$ cat src/hw/rtl/frm_pkg.sv
// Shared types and constants for the frame rate meter.
// Holds field widths, the rate scale constant and the control state type.
// No dependencies.
package frm_pkg;

    localparam int TIME_W    = 32;
    localparam int COUNT_W   = 32;
    localparam int RATE_W    = 16;
    localparam int SCALE_W   = 17;
    localparam logic [SCALE_W-1:0] RATE_SCALE = SCALE_W'(100000);
    localparam int PROD_W    = COUNT_W + SCALE_W;
    localparam int MUL_CNT_W = $clog2(SCALE_W);
    localparam int DIV_CNT_W = $clog2(PROD_W);
    localparam int IN_DATA_W = TIME_W + COUNT_W;

    typedef enum logic [1:0] {
        S_IDLE,
        S_MUL,
        S_DIV,
        S_OUT
    } t_state;

endpackage

$ cat src/hw/rtl/frm_mul.sv
// Shift-and-add multiplier of the event count delta by the rate scale.
// One bit of the scale constant is consumed per cycle.
// Depends on frm_pkg.
module frm_mul (
    input  logic                              i_clk,
    input  logic                              i_rst_n,
    input  logic                              i_start,
    input  logic [frm_pkg::COUNT_W-1:0]       i_dc,
    output logic                              o_done,
    output logic [frm_pkg::PROD_W-1:0]        o_prod
);

    logic                             r_busy;
    logic                             r_done;
    logic [frm_pkg::MUL_CNT_W-1:0]    r_cnt;
    logic [frm_pkg::COUNT_W-1:0]      r_dc;
    logic [frm_pkg::SCALE_W-1:0]      r_k;
    logic [frm_pkg::PROD_W-1:0]       r_acc;
    logic [frm_pkg::COUNT_W:0]        w_sum;
    logic [frm_pkg::PROD_W-1:0]       n_acc;
    logic                             w_last;

    assign w_sum  = {1'b0, r_acc[frm_pkg::PROD_W-1:frm_pkg::SCALE_W]}
                  + {1'b0, (r_k[0] ? r_dc : '0)};
    assign n_acc  = {w_sum, r_acc[frm_pkg::SCALE_W-1:1]};
    assign w_last = (r_cnt == frm_pkg::MUL_CNT_W'(frm_pkg::SCALE_W - 1));

    always_ff @(posedge i_clk) begin
        if (!i_rst_n) begin
            r_busy <= 1'b0;
            r_done <= 1'b0;
            r_cnt  <= '0;
        end else begin
            r_done <= 1'b0;
            if (i_start) begin
                r_busy <= 1'b1;
                r_cnt  <= '0;
            end else if (r_busy) begin
                r_cnt <= r_cnt + 1'b1;
                if (w_last) begin
                    r_busy <= 1'b0;
                    r_done <= 1'b1;
                end
            end
        end
    end

    always_ff @(posedge i_clk) begin
        if (i_start) begin
            r_dc  <= i_dc;
            r_k   <= frm_pkg::RATE_SCALE;
            r_acc <= '0;
        end else if (r_busy) begin
            r_k   <= {1'b0, r_k[frm_pkg::SCALE_W-1:1]};
            r_acc <= n_acc;
        end
    end

    assign o_done = r_done;
    assign o_prod = r_acc;

endmodule

$ cat src/hw/rtl/frm_div.sv
// Restoring divider producing one quotient bit per cycle.
// Only the low bits of the quotient that form the rate are kept.
// Depends on frm_pkg.
module frm_div (
    input  logic                              i_clk,
    input  logic                              i_rst_n,
    input  logic                              i_start,
    input  logic [frm_pkg::PROD_W-1:0]        i_dividend,
    input  logic [frm_pkg::TIME_W-1:0]        i_divisor,
    output logic                              o_done,
    output logic [frm_pkg::RATE_W-1:0]        o_quot
);

    logic                             r_busy;
    logic                             r_done;
    logic [frm_pkg::DIV_CNT_W-1:0]    r_cnt;
    logic [frm_pkg::PROD_W-1:0]       r_dvd;
    logic [frm_pkg::TIME_W-1:0]       r_dvs;
    logic [frm_pkg::TIME_W-1:0]       r_rem;
    logic [frm_pkg::RATE_W-1:0]       r_q;
    logic [frm_pkg::TIME_W:0]         w_trial;
    logic [frm_pkg::TIME_W:0]         w_diff;
    logic                             w_ge;
    logic                             w_last;

    assign w_trial = {r_rem, r_dvd[frm_pkg::PROD_W-1]};
    assign w_ge    = (w_trial >= {1'b0, r_dvs});
    assign w_diff  = w_trial - {1'b0, r_dvs};
    assign w_last  = (r_cnt == frm_pkg::DIV_CNT_W'(frm_pkg::PROD_W - 1));

    always_ff @(posedge i_clk) begin
        if (!i_rst_n) begin
            r_busy <= 1'b0;
            r_done <= 1'b0;
            r_cnt  <= '0;
        end else begin
            r_done <= 1'b0;
            if (i_start) begin
                r_busy <= 1'b1;
                r_cnt  <= '0;
            end else if (r_busy) begin
                r_cnt <= r_cnt + 1'b1;
                if (w_last) begin
                    r_busy <= 1'b0;
                    r_done <= 1'b1;
                end
            end
        end
    end

    always_ff @(posedge i_clk) begin
        if (i_start) begin
            r_dvd <= i_dividend;
            r_dvs <= i_divisor;
            r_rem <= '0;
            r_q   <= '0;
        end else if (r_busy) begin
            r_dvd <= {r_dvd[frm_pkg::PROD_W-2:0], 1'b0};
            r_rem <= w_ge ? w_diff[frm_pkg::TIME_W-1:0] : w_trial[frm_pkg::TIME_W-1:0];
            r_q   <= {r_q[frm_pkg::RATE_W-2:0], w_ge};
        end
    end

    assign o_done = r_done;
    assign o_quot = r_q;

endmodule

$ cat src/hw/rtl/frame_rate_meter_top.sv
// Top level of the frame rate meter: sample handling, control and output register.
// A measured rate passes through 17 multiplier and 49 divider steps and then the output
// register; the next sample is accepted only once that result is loaded into it.
// A zero rate skips the arithmetic and goes straight to the output register.
// Synchronous active-low reset clears the control state, the previous-sample flag and the output valid flag.
// Depends on frm_pkg, frm_mul and frm_div.
module frame_rate_meter_top (
    input  logic                                 i_clk,
    input  logic                                 i_rst_n,
    input  logic                                 s_axis_tvalid,
    output logic                                 s_axis_tready,
    input  logic [frm_pkg::IN_DATA_W-1:0]        s_axis_tdata,  // time_ms, event_count
    input  logic                                 s_axis_tuser,  // source_ready
    output logic                                 m_axis_tvalid,
    input  logic                                 m_axis_tready,
    output logic [frm_pkg::RATE_W-1:0]           m_axis_tdata   // rate_x100
);

    frm_pkg::t_state                   r_state;
    frm_pkg::t_state                   n_state;
    logic                              r_have_last;
    logic [frm_pkg::TIME_W-1:0]        r_last_time;
    logic [frm_pkg::COUNT_W-1:0]       r_last_count;
    logic [frm_pkg::TIME_W-1:0]        r_dt;
    logic [frm_pkg::RATE_W-1:0]        r_res;
    logic                              r_m_valid;
    logic [frm_pkg::RATE_W-1:0]        r_m_data;

    logic [frm_pkg::TIME_W-1:0]        w_now;
    logic [frm_pkg::COUNT_W-1:0]       w_cnt;
    logic [frm_pkg::TIME_W-1:0]        w_dt;
    logic [frm_pkg::COUNT_W-1:0]       w_dc;
    logic                              w_accept;
    logic                              w_go;
    logic                              w_in_ready;
    logic                              w_out_load;
    logic                              w_mul_done;
    logic [frm_pkg::PROD_W-1:0]        w_prod;
    logic                              w_div_start;
    logic                              w_div_done;
    logic [frm_pkg::RATE_W-1:0]        w_quot;

    assign w_now    = s_axis_tdata[frm_pkg::TIME_W-1:0];
    assign w_cnt    = s_axis_tdata[frm_pkg::IN_DATA_W-1:frm_pkg::TIME_W];
    assign w_dt     = w_now - r_last_time;
    assign w_dc     = w_cnt - r_last_count;
    assign w_accept = s_axis_tvalid && w_in_ready;
    assign w_go     = s_axis_tuser && r_have_last && (w_dt != '0);

    always_comb begin
        n_state = r_state;
        unique case (r_state)
            frm_pkg::S_IDLE: begin
                if (w_accept) begin
                    n_state = w_go ? frm_pkg::S_MUL : frm_pkg::S_OUT;
                end
            end
            frm_pkg::S_MUL: begin
                if (w_mul_done) begin
                    n_state = frm_pkg::S_DIV;
                end
            end
            frm_pkg::S_DIV: begin
                if (w_div_done) begin
                    n_state = frm_pkg::S_OUT;
                end
            end
            frm_pkg::S_OUT: begin
                if (!r_m_valid || m_axis_tready) begin
                    n_state = frm_pkg::S_IDLE;
                end
            end
            default: n_state = frm_pkg::S_IDLE;
        endcase
    end

    always_comb begin
        w_in_ready  = 1'b0;
        w_div_start = 1'b0;
        w_out_load  = 1'b0;
        unique case (r_state)
            frm_pkg::S_IDLE: w_in_ready  = 1'b1;
            frm_pkg::S_MUL:  w_div_start = w_mul_done;
            frm_pkg::S_DIV:  w_div_start = 1'b0;
            frm_pkg::S_OUT:  w_out_load  = !r_m_valid || m_axis_tready;
            default:         w_in_ready  = 1'b0;
        endcase
    end

    always_ff @(posedge i_clk) begin
        if (!i_rst_n) begin
            r_state     <= frm_pkg::S_IDLE;
            r_have_last <= 1'b0;
            r_m_valid   <= 1'b0;
        end else begin
            r_state <= n_state;
            if (w_accept) begin
                r_have_last <= s_axis_tuser;
            end
            if (w_out_load) begin
                r_m_valid <= 1'b1;
            end else if (m_axis_tready) begin
                r_m_valid <= 1'b0;
            end
        end
    end

    always_ff @(posedge i_clk) begin
        if (w_accept && s_axis_tuser) begin
            r_last_time  <= w_now;
            r_last_count <= w_cnt;
        end
        if (w_accept) begin
            r_dt  <= w_dt;
            r_res <= '0;
        end else if (w_div_done) begin
            r_res <= w_quot;
        end
        if (w_out_load) begin
            r_m_data <= r_res;
        end
    end

    frm_mul u_mul (
        .i_clk   (i_clk),
        .i_rst_n (i_rst_n),
        .i_start (w_accept && w_go),
        .i_dc    (w_dc),
        .o_done  (w_mul_done),
        .o_prod  (w_prod)
    );

    frm_div u_div (
        .i_clk      (i_clk),
        .i_rst_n    (i_rst_n),
        .i_start    (w_div_start),
        .i_dividend (w_prod),
        .i_divisor  (r_dt),
        .o_done     (w_div_done),
        .o_quot     (w_quot)
    );

    assign s_axis_tready = w_in_ready;
    assign m_axis_tvalid = r_m_valid;
    assign m_axis_tdata  = r_m_data;

endmodule

$ cat config.mk
export PLATFORM = sky130hd
export DESIGN_NAME = frame_rate_meter_top
export DESIGN_NICKNAME = d
export VERILOG_FILES = /design/src/hw/rtl/frm_pkg.sv /design/src/hw/rtl/frm_mul.sv /design/src/hw/rtl/frm_div.sv /design/src/hw/rtl/frame_rate_meter_top.sv
export SDC_FILE = /design/constraint.sdc
export NUM_CORES = 1
export LEC_CHECK = 0
export ABC_AREA = 1
export BUFFER_PORTS_ARGS = -buffer_cell sky130_fd_sc_hd__buf_2
export CORE_MARGIN = 4
export CORE_UTILIZATION = 39
export CTS_CLUSTER_DIAMETER = 120
export DETAILED_ROUTE_END_ITERATION = 16
export PLACE_DENSITY = 0.58
export RECOVER_POWER = 50
export SLEW_MARGIN = 5
export SYNTH_ARGS = -nofsm -noshare
export SYNTH_HDL_FRONTEND = slang
export SYNTH_HIERARCHICAL = 1
export SYNTH_SLANG_ARGS = --single-unit
$ cat constraint.sdc
create_clock -name i_clk -period 6 [get_ports i_clk]
set_clock_uncertainty 0.2 [all_clocks]
set_input_delay 0.6 -clock i_clk [delete_from_list [all_inputs] [get_ports i_clk]]
set_output_delay 0.6 -clock i_clk [all_outputs]
set_load 0.03 [all_outputs]
==> impl_metrics.yaml <==
status:
  status: "complete, but fails checks"
  violations: "max-capacitance violations, max-slew violations"
critical_path:
  worstPathMaxFanout: 44
  critPathKind: "reg -> reg"
  required_ns: 6.29
  crit_top_cell: "inv_1"
  crit_arrival_ns: 4.98
  start_kind: "flip-flop"
  crit_path_top_delay_cell: "clkinvlp_2"
  path_delay_family: "buffers and inverters"
  critical_path.max_stage_delay_ns: 1.41
  crit_buf_inv: 3
  crit_chain: "inv_1, ha_1, nand2_1, clkinvlp_2, nor2_1, inv_1, o21ai_0"
  cp-end-kind: "flip-flop"
placement:
  pre_cts_ws_ns: 1.75
  numPortBuffers: 86
  dpl.hpwl_um: 40200
  place.gp.congestion: 0.938
cts:
  cts_tree: "yes"
  clk_pin_slew_ns: 0.06
  htree_levels: 2
  cts_resized: 0
  cts_sinks: 374
  cts_root_buf: "clkbuf_16"
  clk_latency_ns: 0.58
  cts_made_buffers: 44
  cts_buffer_depth: 3
grt:
  grt_pass1_vias: 17700
  global_route.usage.total: 0.169
  grt_pass1_wl_um: 88800
  antenna_found_initial: 0
  grtUsageMet2: 0.260
  use_met3: 0.0275
  grt.busiest_layer: "met2"
  grt_use_met1: 0.249
  grt_overflow: 0
  grt_max_degree: 88
sta:
  relSlewSlack: -0.633
  fin_ws_ns: 1.31
  timing.final.crit_share: 0.781
  fin_crit_ns: 4.69
  timing.fmax_mhz: 213
  finalHoldViolCount: 0
  report.final.slew_viol_count: 138
  setup_viol: 0
  rsz0062_at_grt: "no"
  worst_pin_slew_ns: 2.45
  setup_tns_ns: 0
synth:
  synth-seq-cells: 374
  yosys.area.top_type: "edfxtp_1"
  ys_warn_count: 6
  synth_cells: 3173
  synth_edf_count: 225
  synth-seq-area-share: 0.422
  post-synth-top-area-fraction: 0.293
  synth_area_mm2: 0.0231
  async_reset_ff_frac: 0
  syn_area_per_cell_um2: 7.27
  synth_area_leaders: "edfxtp_1 (29%), nand2_1 (16%), dfxtp_1 (13%)"
  synth_ff_type: "edfxtp_1"
  synth_nets: 3380
  ys_types: 54
detailed_routing:
  first_pass_iters: 7
  dr.first_iter.drc_count: 1023
  vias: 18900
  drc: 0
  wl_um: 53300
  via_per_inst: 4.61
  final_antenna_net_count: 0
  wl_per_cell_um: 13.0
layout:
  nets: 3514
  final_common_cell: "nand2_1"
  area_delta_synth_final_pct: 13.2
  final_cell_mix: "nand2_1 (988), inv_1 (597), nor2_1 (331)"
  drive_gt1_frac: 0.0598
  antenna_cells: 0
floorplan:
  die-area_mm2: 0.0631
  coreArea_mm2: 0.0581
  num_rows: 88
  fp.dieH_um: 251
  start_util: 0.397
  die_w_um: 251
  boundaryPins: 87
power_and_ir_drop:
  ir_drop_mv: 0.239
  p_per_area_mw_per_mm2: 338
  total_power_mw: 8.82
  leakage_nw: 13.4
flow_run:
  drv_cap: 3
worst_hold_path:
  hp-class: "in -> reg"
synthesized netlist by cell type (2+ instances only):
cell / instances
a211oi_1: 3
xnor2_1: 15
inv_1: 600
nand3_1: 171
nor3_1: 22
nand3b_1: 13
o21ai_2: 2
o21ai_1: 15
nand2_1: 983
nor3_2: 3
o21bai_1: 12
clkbuf_1: 44
fa_1: 4
a21oi_2: 11
o22ai_1: 13
nand2_2: 42
clkinv_1: 4
buf_1: 3
nor2_2: 21
edfxtp_1: 225
buf_2: 5
o211ai_1: 3
ha_1: 134
o21ai_0: 86
nor2_4: 5
and2_1: 3
inv_2: 21
buf_6: 4
a31oi_1: 8
o21a_1: 3
nor2_1: 332
buf_4: 3
xor2_1: 41
a21boi_1: 2
nor3b_1: 2
a21o_1: 2
nor4_1: 2
a21oi_1: 97
dfxtp_1: 149
nand3_2: 8
nand4_1: 44
report_power, final:
part	leakage (nW)	internal, mW	switching [mW]
logic	9.35	0.903	1.74
clock network	0.730	1.63	1.10
registers	3.28	3.19	0.255
total	13.4	5.73	3.09
kinds of logic after synthesis:
group | synth area share
XOR/XNOR | 0.0213
AO/OA/AOI/OAI | 0.0635
AND/OR/NAND/NOR | 0.302
buffers and inverters | 0.114
adder cells (fa/ha/maj) | 0.0762
flip-flops | 0.422
area by class of cell:
cell class	count	area (um^2)
fillers	6101	32000
flip-flops and latches	374	9740
repair buffers	149	921
clock inverters	28	317
multi-input cells	2113	10600
well taps	765	957
inverters	625	2350
clock buffers	54	1180
state kept, by name, summed over array words and instances, names as in the netlist, 2 cells and up:
signal	cells
r_last_count	32
u_mul/r_k	17
m_axis_tdata	16
u_div/r_rem	32
u_mul/r_dc	32
u_div/r_dvd	49
u_div/o_quot	16
u_div/r_dvs	32
u_mul/o_prod	49
r_state	2
r_res	16
u_mul/r_cnt	5
r_last_time	32
r_dt	32
u_div/r_cnt	6
final timing paths:
check	startpoint	endpoint	cells past startpoint	slack, ns
worst max-delay path	r_state[1]$_SDFFE_PN0P_	u_div/o_quot[15]$_SDFFE_PP0P_	7	1.31
worst min-delay path	s_axis_tdata[57]	r_last_count[25]$_DFFE_PP_	1	0.06
worst max register to register	r_state[1]$_SDFFE_PN0P_	u_div/o_quot[15]$_SDFFE_PP0P_	7	1.31
worst min register to register	r_dt[31]$_DFFE_PP_	u_div/r_dvs[31]$_DFFE_PP_	0	0.21
timing repair:
action	in CTS	in global routing
hold buffers	50	0
setup buffers	0	0
hold endpoints to repair	50	0
layer usage:
metal | up-vias | wire, um
met4 | 0 | 1030
met2 | 318 | 22400
met3 | 65 | 2330
met5 | - | 0
li1 | 10200 | -
met1 | 8350 | 27600
per-stage QoR:
step	utilization	hold WS, ns	cells	instance area [um^2]
2_1_floorplan	-	0.200	3173	23100
3_3_place_gp	0.417	0.201	3976	24300
3_5_place_dp	0.417	0.205	3976	24300
4_1_cts	0.452	0.000429	4108	26300
5_1_grt	0.449	0.0427	4108	26100
6_report	0.449	0.0647	4108	26100
Note: power is estimated with default switching activity, not from simulation.
